<file path="src/rtl/core/dsprc_pkg.sv">
// Shared types, register codes and reset constants for the switch relay controller.
package dsprc_pkg;

  // Configuration registers are all this wide.
  localparam int CFG_WIDTH = 16;
  localparam int CFG_INDEX_WIDTH = 3;
  localparam int COUNT_WIDTH_DEFAULT = 16;

  // Register indexes on the configuration port.
  localparam logic [CFG_INDEX_WIDTH-1:0] REG_SETTLE_TICKS      = 3'd0;
  localparam logic [CFG_INDEX_WIDTH-1:0] REG_RELEASE_TICKS     = 3'd1;
  localparam logic [CFG_INDEX_WIDTH-1:0] REG_ON_TIME           = 3'd2;
  localparam logic [CFG_INDEX_WIDTH-1:0] REG_HALF_GAP_TICKS    = 3'd3;
  localparam logic [CFG_INDEX_WIDTH-1:0] REG_QUARTER_GAP_TICKS = 3'd4;

  // Register values after reset.
  localparam logic [CFG_WIDTH-1:0] SETTLE_TICKS_RESET      = 16'd100;
  localparam logic [CFG_WIDTH-1:0] RELEASE_TICKS_RESET     = 16'd1000;
  localparam logic [CFG_WIDTH-1:0] ON_TIME_RESET           = 16'd1000;
  localparam logic [CFG_WIDTH-1:0] HALF_GAP_TICKS_RESET    = 16'd5000;
  localparam logic [CFG_WIDTH-1:0] QUARTER_GAP_TICKS_RESET = 16'd10000;

  typedef enum logic [1:0] {
    MODE_IDLE     = 2'd0,
    MODE_CONSTANT = 2'd1,
    MODE_HALF     = 2'd2,
    MODE_QUARTER  = 2'd3
  } mode_t;

  // Current register settings.
  typedef struct packed {
    logic [CFG_WIDTH-1:0] settle_ticks;
    logic [CFG_WIDTH-1:0] release_ticks;
    logic [CFG_WIDTH-1:0] on_time;
    logic [CFG_WIDTH-1:0] half_gap_ticks;
    logic [CFG_WIDTH-1:0] quarter_gap_ticks;
  } cfg_t;

  // Input word.
  typedef struct packed {
    logic tick;
    logic switch_edge;
    logic switch_level;
  } in_word_t;

  // Result word.
  typedef struct packed {
    logic  drive_on;
    mode_t mode;
  } out_word_t;

  // Controller state seen by the top level.
  typedef struct packed {
    mode_t mode;
    logic  drive;
    logic  debounce_active;
    logic  cooldown_active;
    logic  pulse_active;
  } status_t;

endpackage

</file>
<file path="src/rtl/core/debounced_switch_pulse_relay_control_top.sv">
// Top level of the debounced switch to pulsed relay controller.
//
// Input channel (in_valid / in_stall / in_word): one word per switch event or
// millisecond tick, carrying tick, switch_edge and switch_level. Every
// accepted word yields exactly one result word on the output channel
// (out_valid / out_stall / out_word) with the drive level and the mode
// after that word has been applied.
// Throughput is one word per cycle while in_stall is low; the state update is a single pass of
// logic over three countdown decrements and the mode step. Each result is
// registered in the output register, or in the skid entry when it stalls.
// When the receiver stalls, the output register holds its word and one more
// result goes into a skid entry; in_stall rises only once that entry is full
// and drops the cycle after the receiver takes a word.
// Synchronous reset clears the mode to idle, the drive off, all timers
// inactive, both output entries empty, and reloads the register defaults.
// Configuration (cfg_write / cfg_index / cfg_data) takes one register per
// cycle with no wait; unknown indexes are ignored. Write only while idle.
module debounced_switch_pulse_relay_control_top #(
  parameter int COUNT_WIDTH = dsprc_pkg::COUNT_WIDTH_DEFAULT
) (
  input  logic                                  clk,
  input  logic                                  rst,
  input  logic                                  in_valid,
  output logic                                  in_stall,
  input  dsprc_pkg::in_word_t                   in_word,
  output logic                                  out_valid,
  input  logic                                  out_stall,
  output dsprc_pkg::out_word_t                  out_word,
  input  logic                                  cfg_write,
  input  logic [dsprc_pkg::CFG_INDEX_WIDTH-1:0] cfg_index,
  input  logic [dsprc_pkg::CFG_WIDTH-1:0]       cfg_data
);
  import dsprc_pkg::*;

  cfg_t      cfg;
  out_word_t res_word;
  status_t   status;
  logic      accept;
  logic      full;

  assign in_stall = full;
  assign accept   = in_valid && !full;

  dsprc_cfg_regs u_cfg_regs (
    .clk       (clk),
    .rst       (rst),
    .cfg_write (cfg_write),
    .cfg_index (cfg_index),
    .cfg_data  (cfg_data),
    .cfg       (cfg)
  );

  dsprc_core #(
    .COUNT_WIDTH (COUNT_WIDTH)
  ) u_core (
    .clk      (clk),
    .rst      (rst),
    .accept   (accept),
    .in_word  (in_word),
    .cfg      (cfg),
    .res_word (res_word),
    .status   (status)
  );

  dsprc_out_skid u_out_skid (
    .clk       (clk),
    .rst       (rst),
    .push      (accept),
    .push_word (res_word),
    .full      (full),
    .out_valid (out_valid),
    .out_stall (out_stall),
    .out_word  (out_word)
  );

  // Idle mode always has the drive off.
  a_idle_drive_off: assert property (@(posedge clk) disable iff (rst)
    status.mode == MODE_IDLE |-> !status.drive)
    else $error("drive on in idle mode");

  // Constant mode always has the drive on and no pulsing.
  a_constant_drive_on: assert property (@(posedge clk) disable iff (rst)
    status.mode == MODE_CONSTANT |-> status.drive && !status.pulse_active)
    else $error("constant mode without steady drive");

  // Pulsing runs only in half or quarter mode.
  a_pulse_mode: assert property (@(posedge clk) disable iff (rst)
    status.pulse_active |-> status.mode == MODE_HALF || status.mode == MODE_QUARTER)
    else $error("pulse timer active outside pulsing modes");

  // A word taken while the output is stalled lands in the skid entry.
  a_skid_fill: assert property (@(posedge clk) disable iff (rst)
    accept && out_valid && out_stall |=> full && out_valid)
    else $error("stalled result lost");

endmodule

</file>
<file path="src/rtl/core/dsprc_cfg_regs.sv">
// Configuration register file for the switch relay controller.
module dsprc_cfg_regs (
  input  logic                                   clk,
  input  logic                                   rst,
  input  logic                                   cfg_write,
  input  logic [dsprc_pkg::CFG_INDEX_WIDTH-1:0]  cfg_index,
  input  logic [dsprc_pkg::CFG_WIDTH-1:0]        cfg_data,
  output dsprc_pkg::cfg_t                        cfg
);
  import dsprc_pkg::*;

  // Decode the index and store the word; unknown indexes are dropped.
  always_ff @(posedge clk) begin
    if (rst) begin
      cfg.settle_ticks      <= SETTLE_TICKS_RESET;
      cfg.release_ticks     <= RELEASE_TICKS_RESET;
      cfg.on_time           <= ON_TIME_RESET;
      cfg.half_gap_ticks    <= HALF_GAP_TICKS_RESET;
      cfg.quarter_gap_ticks <= QUARTER_GAP_TICKS_RESET;
    end else if (cfg_write) begin
      unique case (cfg_index)
        REG_SETTLE_TICKS:      cfg.settle_ticks      <= cfg_data;
        REG_RELEASE_TICKS:     cfg.release_ticks     <= cfg_data;
        REG_ON_TIME:           cfg.on_time           <= cfg_data;
        REG_HALF_GAP_TICKS:    cfg.half_gap_ticks    <= cfg_data;
        REG_QUARTER_GAP_TICKS: cfg.quarter_gap_ticks <= cfg_data;
        default: ;
      endcase
    end
  end

endmodule

</file>
<file path="src/rtl/core/dsprc_core.sv">
// Mode, drive and timer state with the per-word update logic.
module dsprc_core #(
  parameter int COUNT_WIDTH = dsprc_pkg::COUNT_WIDTH_DEFAULT
) (
  input  logic                  clk,
  input  logic                  rst,
  input  logic                  accept,
  input  dsprc_pkg::in_word_t   in_word,
  input  dsprc_pkg::cfg_t       cfg,
  output dsprc_pkg::out_word_t  res_word,
  output dsprc_pkg::status_t    status
);
  import dsprc_pkg::*;

  mode_t                  mode_reg;
  logic                   drive_reg;
  logic                   debounce_active;
  logic [COUNT_WIDTH-1:0] debounce_count;
  logic                   cooldown_active;
  logic [COUNT_WIDTH-1:0] cooldown_count;
  logic                   pulse_active;
  logic [COUNT_WIDTH-1:0] pulse_count;

  mode_t                  mode_next;
  logic                   drive_next;
  logic                   debounce_active_next;
  logic [COUNT_WIDTH-1:0] debounce_count_next;
  logic                   cooldown_active_next;
  logic [COUNT_WIDTH-1:0] cooldown_count_next;
  logic                   pulse_active_next;
  logic [COUNT_WIDTH-1:0] pulse_count_next;
  logic                   cooldown_loaded;
  logic                   pulse_loaded;

  // Apply the edge, then the tick handlers in order debounce, cooldown, pulse.
  always_comb begin
    mode_next            = mode_reg;
    drive_next           = drive_reg;
    debounce_active_next = debounce_active;
    debounce_count_next  = debounce_count;
    cooldown_active_next = cooldown_active;
    cooldown_count_next  = cooldown_count;
    pulse_active_next    = pulse_active;
    pulse_count_next     = pulse_count;
    cooldown_loaded      = 1'b0;
    pulse_loaded         = 1'b0;

    // Arm the debounce on an edge unless one is running.
    if (in_word.switch_edge && !debounce_active) begin
      debounce_count_next  = COUNT_WIDTH'(cfg.settle_ticks);
      debounce_active_next = 1'b1;
    end

    if (in_word.tick) begin
      // Debounce expiry: sample the level.
      if (debounce_active_next) begin
        debounce_count_next = debounce_count_next - 1'b1;
        if (debounce_count_next == '0) begin
          debounce_active_next = 1'b0;
          if (in_word.switch_level) begin
            cooldown_active_next = 1'b0;
            case (mode_next)
              MODE_IDLE:     mode_next = MODE_CONSTANT;
              MODE_CONSTANT: mode_next = MODE_HALF;
              default:       mode_next = MODE_QUARTER;
            endcase
            drive_next = 1'b1;
            if (mode_next == MODE_CONSTANT) begin
              pulse_active_next = 1'b0;
            end else begin
              pulse_count_next  = COUNT_WIDTH'(cfg.on_time);
              pulse_active_next = 1'b1;
              pulse_loaded      = 1'b1;
            end
          end else begin
            cooldown_count_next  = COUNT_WIDTH'(cfg.release_ticks);
            cooldown_active_next = 1'b1;
            cooldown_loaded      = 1'b1;
          end
        end
      end

      // Cooldown expiry: back to idle, output off.
      if (cooldown_active_next && !cooldown_loaded) begin
        cooldown_count_next = cooldown_count_next - 1'b1;
        if (cooldown_count_next == '0) begin
          cooldown_active_next = 1'b0;
          mode_next            = MODE_IDLE;
          pulse_active_next    = 1'b0;
          drive_next           = 1'b0;
        end
      end

      // Pulse expiry: toggle the drive in half and quarter mode.
      if (pulse_active_next && !pulse_loaded) begin
        pulse_count_next = pulse_count_next - 1'b1;
        if (pulse_count_next == '0) begin
          pulse_active_next = 1'b0;
          if (mode_next == MODE_HALF || mode_next == MODE_QUARTER) begin
            pulse_active_next = 1'b1;
            if (drive_next) begin
              drive_next       = 1'b0;
              pulse_count_next = (mode_next == MODE_HALF) ?
                                 COUNT_WIDTH'(cfg.half_gap_ticks) :
                                 COUNT_WIDTH'(cfg.quarter_gap_ticks);
            end else begin
              drive_next       = 1'b1;
              pulse_count_next = COUNT_WIDTH'(cfg.on_time);
            end
          end
        end
      end
    end
  end

  // Hold state between accepted words.
  always_ff @(posedge clk) begin
    if (rst) begin
      mode_reg        <= MODE_IDLE;
      drive_reg       <= 1'b0;
      debounce_active <= 1'b0;
      debounce_count  <= '0;
      cooldown_active <= 1'b0;
      cooldown_count  <= '0;
      pulse_active    <= 1'b0;
      pulse_count     <= '0;
    end else if (accept) begin
      mode_reg        <= mode_next;
      drive_reg       <= drive_next;
      debounce_active <= debounce_active_next;
      debounce_count  <= debounce_count_next;
      cooldown_active <= cooldown_active_next;
      cooldown_count  <= cooldown_count_next;
      pulse_active    <= pulse_active_next;
      pulse_count     <= pulse_count_next;
    end
  end

  assign res_word.drive_on = drive_next;
  assign res_word.mode     = mode_next;

  assign status.mode            = mode_reg;
  assign status.drive           = drive_reg;
  assign status.debounce_active = debounce_active;
  assign status.cooldown_active = cooldown_active;
  assign status.pulse_active    = pulse_active;

endmodule

</file>
<file path="src/rtl/core/dsprc_out_skid.sv">
// Output register with one skid entry so input is taken while output stalls.
module dsprc_out_skid (
  input  logic                  clk,
  input  logic                  rst,
  input  logic                  push,
  input  dsprc_pkg::out_word_t  push_word,
  output logic                  full,
  output logic                  out_valid,
  input  logic                  out_stall,
  output dsprc_pkg::out_word_t  out_word
);
  import dsprc_pkg::*;

  logic      skid_valid;
  out_word_t skid_word;

  // Advance the output register, park a word in the skid entry when stalled.
  always_ff @(posedge clk) begin
    if (rst) begin
      out_valid  <= 1'b0;
      skid_valid <= 1'b0;
    end else if (out_valid && !out_stall) begin
      if (skid_valid) begin
        out_word   <= skid_word;
        skid_valid <= 1'b0;
      end else if (push) begin
        out_word <= push_word;
      end else begin
        out_valid <= 1'b0;
      end
    end else if (!out_valid) begin
      if (push) begin
        out_valid <= 1'b1;
        out_word  <= push_word;
      end
    end else if (push) begin
      skid_valid <= 1'b1;
      skid_word  <= push_word;
    end
  end

  assign full = skid_valid;

endmodule

</file>
<file path="config.mk">
export PLATFORM = sky130hd
export DESIGN_NAME = debounced_switch_pulse_relay_control_top
export DESIGN_NICKNAME = d
export VERILOG_FILES = /design/src/rtl/core/dsprc_pkg.sv /design/src/rtl/core/debounced_switch_pulse_relay_control_top.sv /design/src/rtl/core/dsprc_cfg_regs.sv /design/src/rtl/core/dsprc_core.sv /design/src/rtl/core/dsprc_out_skid.sv
export SDC_FILE = /design/constraint.sdc
export NUM_CORES = 1
export LEC_CHECK = 0
export BUFFER_PORTS_ARGS = -buffer_cell sky130_fd_sc_hd__buf_4
export CORE_MARGIN = 4
export CORE_UTILIZATION = 57
export CTS_CLUSTER_DIAMETER = 100
export CTS_CLUSTER_SIZE = 12
export DETAILED_ROUTE_END_ITERATION = 8
export PLACE_DENSITY = 0.77
export REMOVE_ABC_BUFFERS = 1
export SLEW_MARGIN = 20
export SYNTH_ARGS = -nofsm -noshare
export SYNTH_HDL_FRONTEND = slang
export SYNTH_SLANG_ARGS = --single-unit
</file>
<file path="constraint.sdc">
create_clock -name clk -period 7 [get_ports clk]
set_input_delay 1.4 -clock clk [delete_from_list [all_inputs] [get_ports clk]]
set_output_delay 1.4 -clock clk [all_outputs]
set_load 0.005 [all_outputs]
</file>
== Yosys cells after proc, flatten, opt, wreduce, memory -nomap -nowiden ==
Cells that the tools add are included.

* Equality and inequality tests: 11
* Add/sub/neg operators: 3
* Muxes and demuxes: 77
* Bitwise logic cells: 2
* Reduce and logical (&&, ||, !) cells: 27

{| class="wikitable"
|+ Operators by type and width
! cell !! count
|-
| two-way mux 16 bit || 18
|-
| zero test 16 bit || 3
|-
| subtractor 16 x 1 -> 16 bit, second input constant || 3
|-
| two-way mux 1 bit || 43
|-
| two-way mux 2 bit || 11
|-
| AND reduction 2 bit || 9
|-
| two-way mux 3 bit || 4
|-
| == test 3 x 2 -> 1 bit, second input constant || 2
|-
| inequality test 2 bit, second input constant || 3
|-
| logical AND 1 bit || 5
|-
| zero test 1 bit || 5
|-
| == test 2 x 1 -> 1 bit, second input constant || 2
|-
| == test 2 bit, second input constant || 2
|-
| one-hot mux 2 bit (2 select lines) || 1
|-
| AND reduction 4 bit || 1
|-
| == test 3 x 1 -> 1 bit, second input constant || 1
|-
| == test 3 bit, second input constant || 1
|-
| zero test 3 bit || 1
|-
| zero test 2 bit || 1
|-
| inverter 1 bit || 2
|-
| OR reduction 2 bit || 1
|-
| logical OR 1 bit || 1
|}

* Register bits after elaboration: 142
* Input bits: 27
* Output and inout port bits: 5
* Word-level logic and storage cells: 139

== Longest topological paths before layout ==
* Depth after elaboration: 23
* Depth in mapped cells: 30
* Depth with buffers taken out: 23

== By module ==
From an unflattened synthesis, not the netlist that was laid out.

* Cell total of the unflattened synthesis: 1178
* Area, all modules: 9623.0 um2

{| class="wikitable"
|+ Modules (own cells, without submodules)
! module !! cells each !! area each (um2) !! seq. area each (um2) !! times used
|-
| dsprc_core || 854 || 6099.6 || 1081.0 || 1
|-
| dsprc_cfg_regs || 299 || 3170.5 || 1601.5 || 1
|-
| dsprc_out_skid || 24 || 339.1 || 220.2 || 1
|-
| debounced_switch_pulse_relay_control_top || 1 || 13.8 || 0.0 || 1
|}

== Worst setup path after synthesis ==
No wires, ideal clock.

* Path type: in2reg
* From: in in_word[1] (netlist name)
* To: reg u_core.pulse_count[11]
* Required time: 6.912 ns
* Cell stages on the path: 30
* Library setup time: 0.088 ns
* Arrival time: 7.225 ns
* Setup slack: -0.312 ns
* Buffers on the path: 7
* Path through: buf_6 nor2b_1 buf_6 buf_2 clkbuf_1 mux2i_1 ha_1 nand2_1 nor4b_4 a211oi_4 nor3_2 nand4_1 nor2_2 buf_2 mux2i_1 ha_1 clkbuf_1 inv_1 o31ai_1 and2_1 and4b_1 nand4_1 nor3b_1 o21ai_0 o221ai_1 nand4_1 nor3_2 buf_4 a21oi_1 nor4_2

* Word-level cells in the longest chain between the ends: 18
* Elaborated cells between the ends (all ways): 51
* Classes of those cells: 3 x add/sub; 2 x eq/ne; 37 x mux; 9 x reduce/logical

{| class="wikitable"
|+ Ends and longest elaborated chain
! what !! line !! source
|-
| from (decl) || debounced_switch_pulse_relay_control_top.sv:25 || <nowiki>input dsprc_pkg::in_word_t in_word,</nowiki>
|-
| logical AND 1 bit (*) || dsprc_core.sv:49 || <nowiki>if (in_word.switch_edge && !debounce_active) begin</nowiki>
|-
| two-way mux 16 bit || dsprc_core.sv:49 ||
|-
| subtractor 16 x 1 -> 16 bit || dsprc_core.sv:57 || <nowiki>debounce_count_next = debounce_count_next - 1'b1;</nowiki>
|-
| zero test 16 bit || dsprc_core.sv:58 || <nowiki>if (debounce_count_next == '0) begin</nowiki>
|-
| two-way mux 16 bit || dsprc_core.sv:58 ||
|-
| two-way mux 16 bit || dsprc_core.sv:56 || <nowiki>if (debounce_active_next) begin</nowiki>
|-
| two-way mux 16 bit || dsprc_core.sv:54 || <nowiki>if (in_word.tick) begin</nowiki>
|-
| subtractor 16 x 1 -> 16 bit || dsprc_core.sv:85 || <nowiki>cooldown_count_next = cooldown_count_next - 1'b1;</nowiki>
|-
| [... 2 more ...] || -- ||
|-
| two-way mux 2 bit || dsprc_core.sv:84 || <nowiki>if (cooldown_active_next && !cooldown_loaded) begin</nowiki>
|-
| two-way mux 2 bit || dsprc_core.sv:54 ||
|-
| == test 2 bit || dsprc_core.sv:99, dsprc_core.sv:103 ||
|-
| two-way mux 16 bit || dsprc_core.sv:103 || <nowiki>pulse_count_next = (mode_next == MODE_HALF) ?</nowiki>
|-
| two-way mux 16 bit || dsprc_core.sv:101 || <nowiki>if (drive_next) begin</nowiki>
|-
| two-way mux 16 bit || dsprc_core.sv:99 || <nowiki>if (mode_next == MODE_HALF || mode_next == MODE_QUARTER) begin</nowiki>
|-
| two-way mux 16 bit || dsprc_core.sv:97 || <nowiki>if (pulse_count_next == '0) begin</nowiki>
|-
| two-way mux 16 bit (*) || dsprc_core.sv:95 || <nowiki>if (pulse_active_next && !pulse_loaded) begin</nowiki>
|-
| to (signal assigned) || dsprc_core.sv:135 || <nowiki>pulse_count <= pulse_count_next;</nowiki>
|-
| to (decl) || dsprc_core.sv:22 || <nowiki>logic [COUNT_WIDTH-1:0] pulse_count;</nowiki>
|}

Mark *: on every way between the ends. The rest lies on a longest branch, timed or not. The select of a mux whose other input is x is not followed.
A chain may end at the register's enable or synchronous reset.

== Worst setup path in the final report ==
* From: in in_word[1] (netlist name)
* To: reg u_out_skid.out_word[2] (netlist name)

* Word-level cells in the longest chain between the ends: 21
* Elaborated cells between the ends (all ways): 55
* Classes of those cells: 3 x add/sub; 2 x eq/ne; 41 x mux; 9 x reduce/logical

{| class="wikitable"
|+ Ends and longest elaborated chain
! what !! line !! source
|-
| logical AND 1 bit (*) || dsprc_core.sv:49 ||
|-
| two-way mux 16 bit || dsprc_core.sv:49 ||
|-
| subtractor 16 x 1 -> 16 bit || dsprc_core.sv:57 ||
|-
| zero test 16 bit || dsprc_core.sv:58 ||
|-
| two-way mux 16 bit || dsprc_core.sv:58 ||
|-
| two-way mux 16 bit || dsprc_core.sv:56 ||
|-
| two-way mux 16 bit || dsprc_core.sv:54 ||
|-
| subtractor 16 x 1 -> 16 bit || dsprc_core.sv:85 ||
|-
| [... 5 more ...] || -- ||
|-
| logical OR 1 bit || dsprc_core.sv:99 ||
|-
| two-way mux 1 bit || dsprc_core.sv:99 ||
|-
| two-way mux 1 bit || dsprc_core.sv:97 ||
|-
| two-way mux 1 bit (*) || dsprc_core.sv:95 ||
|-
| two-way mux 1 bit (*) || dsprc_core.sv:54 ||
|-
| two-way mux 3 bit (*) || dsprc_out_skid.sv:26, dsprc_out_skid.sv:32 ||
|-
| two-way mux 3 bit (on tied branches) || dsprc_out_skid.sv:31, dsprc_out_skid.sv:23 ||
|-
| two-way mux 3 bit (*) || dsprc_out_skid.sv:22 || <nowiki>end else if (out_valid && !out_stall) begin</nowiki>
|}

Marks and branches as above.

==> qor.csv <==
stage;metric;value;unit
cells_and_area;max FFs per register;80;
power;Pwr Density;199;nW/um^2
route;DRC;0;
cells_and_area;Storage cell area;2900;sq um
grt;total congestion overflow;0;
cells_and_area;proportion of layout cells with a drive suffix above 1;10.4;%
clock_network;clk sinks;142;
route;Iter 0 DRT Violations;876;
placement;dpl cell area;9200;sq um
synthesis;Async SR Flop Fraction;0;%
worst_setup_path;CP max FO;10;
synthesis;post-synth top area share;30.6;%
power;Sequential Power Share;44.1;%
synthesis;Post-Synth Adder-Cell Area;0.845;%
sta;RSZ-0062 raised after global routing;false;
sta;final hold vios;0;
synthesis;ys flop type;dfxtp_1;
grt;vias in the first global route;7966;
synthesis;Mapped Avg Cell Area;7.31;sq um
placement;GPL Wtd Cong;0.983;
flow_run;maxcap violations;0;
sta;worst-margin pin slew;1.12;ns
synthesis;Synth area leader;dfxtp_1;
synthesis;post-synthesis sequential element count;142;
min_path;Hold Crit Class;reg2reg;
cells_and_area;Finished Cell Area;9780;sq um
placement;DP Wirelength;18700;microns
synthesis;top cells by count, synth;nand2_1 (298), dfxtp_1 (136), a21oi_1 (116);
power;Leak;3.60;nW
cells_and_area;Final #Nets;1240;
synthesis;Simple-Gate Fraction of Synth Area;33.5;%
worst_setup_path;Worst setup endpoint;u_out_skid.out_word[2]$_DFFE_PP_;
worst_setup_path;reg2reg path depth;23;
cells_and_area;area growth from synthesis to layout;10.0;%
clock_network;Longest Clk Path Bufs;2;
worst_setup_path;Worst Setup Path Type;in2reg;
cells_and_area;multi-input combinational cell area;5600;sq um
placement;placed cells;1399;
cells_and_area;Finished Layout Cells;1430;
placement;Port Buf Inserts;31;
synthesis;XOR/XNOR share of the synthesized area;3.25;%
power;Combinational Power Share;11.9;%
worst_setup_path;CP arrival;6.64;ns
cells_and_area;Most flops, register;u_cfg_regs.cfg;
power;Clk pwr share;44.1;%
sta;Min Hold Slack;0.452;ns
worst_setup_path;R2R Path Start;u_core.debounce_active$_SDFFE_PP0P_;
synthesis;count leader, synth;nand2_1;
worst_setup_path;Critical Path Start;in_word[1];
floorplanning;core region area;15300;sq um
clock_network;TritonCTS clock tree;built;
synthesis;YS warnings;0;
min_path;Worst Hold Launch;u_cfg_regs.cfg[52]$_SDFFE_PP0P_;
worst_setup_path;FF-to-FF End;u_out_skid.out_word[2]$_DFFE_PP_;
sta;final setup vio count;0;
power;Pint;1.38;mW
grt;initial antenna violation count;0;
floorplanning;io pins;32;
min_path;hold depth;2;
grt;largest net degree at the start of global routing;105;
synthesis;post-synthesis mux area share;4.97;%
outcome;outcome;complete, no violations;
synthesis;Synth cell types;80;
clock_network;Clock Tree Root;clkbuf_16;
sta;max_slew headroom;25.4;%
sta;Max Slew Vio Count;0;
route;final WL;26500;microns
sta;final clock skew;0.0127;ns
floorplanning;die width;133;microns
placement;pre-CTS WS;-0.0738;ns
sta;final worst-path cycle share;92.6;%
route;drt first pass iters;5;
clock_network;Worst-path clk slew;0.06;ns
synthesis;largest family of logic cells by synthesized area;simple AND/OR/NAND/NOR gates;
synthesis;ranking of synthesized cells by area;dfxtp_1 (31%), nand2_1 (13%), a21oi_1 (6.5%);
route;WL/cell;18.5;microns
clock_network;worst skew pair latency;0.42;ns
floorplanning;Starting Density;58.2;%
synthesis;cells after synthesis;1215;
sta;min Tclk post-route;6.48;ns
synthesis;Cell Area, Synth;8890;sq um
route;Antenna Nets Post-Route;0;
synthesis;Seq/Total Area, Yosys;32.7;%
power;Psw;0.566;mW
cells_and_area;antenna cells;0;
floorplanning;die area;17700;sq um
floorplanning;Die H;133;microns
sta;Max Freq;0.154;GHz
synthesis;compound-cell area share of the yosys netlist;20.1;%
route;total number of vias;8914;
clock_network;H-tree Lvls;4;
clock_network;Post-CTS Hold Buffers;0;
grt;Total GRT Usage;29.3;%
cells_and_area;# fillers;1331;
grt;first-pass GRT wire length;42400;microns
clock_network;CTS Buf Count;17;
sta;worst setup margin;0.521;ns
worst_setup_path;Worst setup EP type;register;
power;maximum VDD drop;0.167;mV
floorplanning;num rows;45;
power;Sw Ratio;29.0;%
worst_setup_path;WP data required;7.16;ns
route;vias per inst;6.23;
synthesis;Post-synth EDFFs;6;
worst_setup_path;Worst setup SP type;input port;
worst_setup_path;reg-to-reg slack, setup;1.04;ns
## what timing repair did
item	CTS	global route
buffers inserted	0	0
resized for setup	0	6
endpoints found under the setup margin	0	12
endpoints found under the hold margin	0	0
## final cells by class
cell class,instances,share of cell area [%]
Sequential cell,142,29.7
Clock inverter,14,1.25
Inverter,14,0.537
Multi-Input combinational cell,978,57.3
Timing Repair Buffer,54,4.15
Tap cell,211,2.70
Clock buffer,17,4.35
## worst min-delay path by stage
stage          slack [ns]                                endpoint
2_1_floorplan        0.43  u_core.debounce_count[10]$_SDFFE_PP0P_
3_3_place_gp         0.44         u_cfg_regs.cfg[52]$_SDFFE_PP0P_
3_5_place_dp         0.45          u_cfg_regs.cfg[1]$_SDFFE_PP0P_
4_1_cts              0.45         u_cfg_regs.cfg[52]$_SDFFE_PP0P_
5_1_grt              0.47          u_cfg_regs.cfg[1]$_SDFFE_PP0P_
6_report             0.45         u_cfg_regs.cfg[52]$_SDFFE_PP0P_
## per-stage QoR
step | TNS (ns) | power [mW] | util [%]
after floorplan | -16.56 | 1.01 | -
after global placement | 0 | 1.10 | 60.3
after detailed placement | -0.161 | 1.10 | 60.3
after CTS | 0 | 1.95 | 63.9
after global routing | 0 | 2.01 | 64.1
final | 0 | 1.95 | 64.1
## power by group through the flow
stage / sequential [mW] / clock [mW] / combinational, mW
3_5_place_dp: 0.876 / 0 / 0.226
6_report: 0.859 / 0.859 / 0.231
2_1_floorplan: 0.869 / 0 / 0.143
4_1_cts: 0.858 / 0.862 / 0.226
5_1_grt: 0.861 / 0.899 / 0.252
3_3_place_gp: 0.876 / 0 / 0.221
## cells by family (layout without fill, tap and decap cells)
group | count (synthesis) | count (layout)
and+or+nand+nor | 611 | 611
AOI/OAI and AO/OA | 287 | 287
DFF | 142 | 142
buffers and inverters | 95 | 99
muxes | 41 | 41
xor gates and xnor gates | 33 | 33
adders and majority gates | 6 | 6
## worst max-delay path, stage by stage
cell,delay [ns]
buf_4,0.13
nor2b_2,0.25
mux2i_1,0.28
ha_1,0.29
inv_1,0.11
nor4b_4,0.35
xnor2_1,0.17
nor3_2,0.26
nand4_1,0.20
buf_4,0.21
nor2_2,0.20
mux2i_1,0.33
ha_1,0.22
nand2_1,0.16
nor4b_1,0.33
o21ai_0,0.12
o31a_1,0.14
nor3_1,0.31
and3_1,0.33
nor2_1,0.12
nand4_1,0.18
or2_1,0.16
mux2i_1,0.28
nor2_1,0.08
## cells in the final DEF, fill, tap and decap left out, drive strengths merged, types with 17 or more instances in the layout
cell type  instances
nor2              99
o21ai             62
buf               54
mux2i             39
nor3              44
dfxtp            136
nand2            299
nand3b            32
inv               23
xnor2             20
nand3             27
a31oi             19
nor4              24
a21oi            119
clkbuf            17
## per-layer routing
layer	up-vias	part of all wire, %	GRT usage, %
met5	-	0	0
met4	0	2.8	9.99
met3	61	9.7	7.53
met2	433	44	44.2
met1	4117	44	40.9
li1	4303	-	-
No activity file was read; power rests on OpenSTA's default activity.
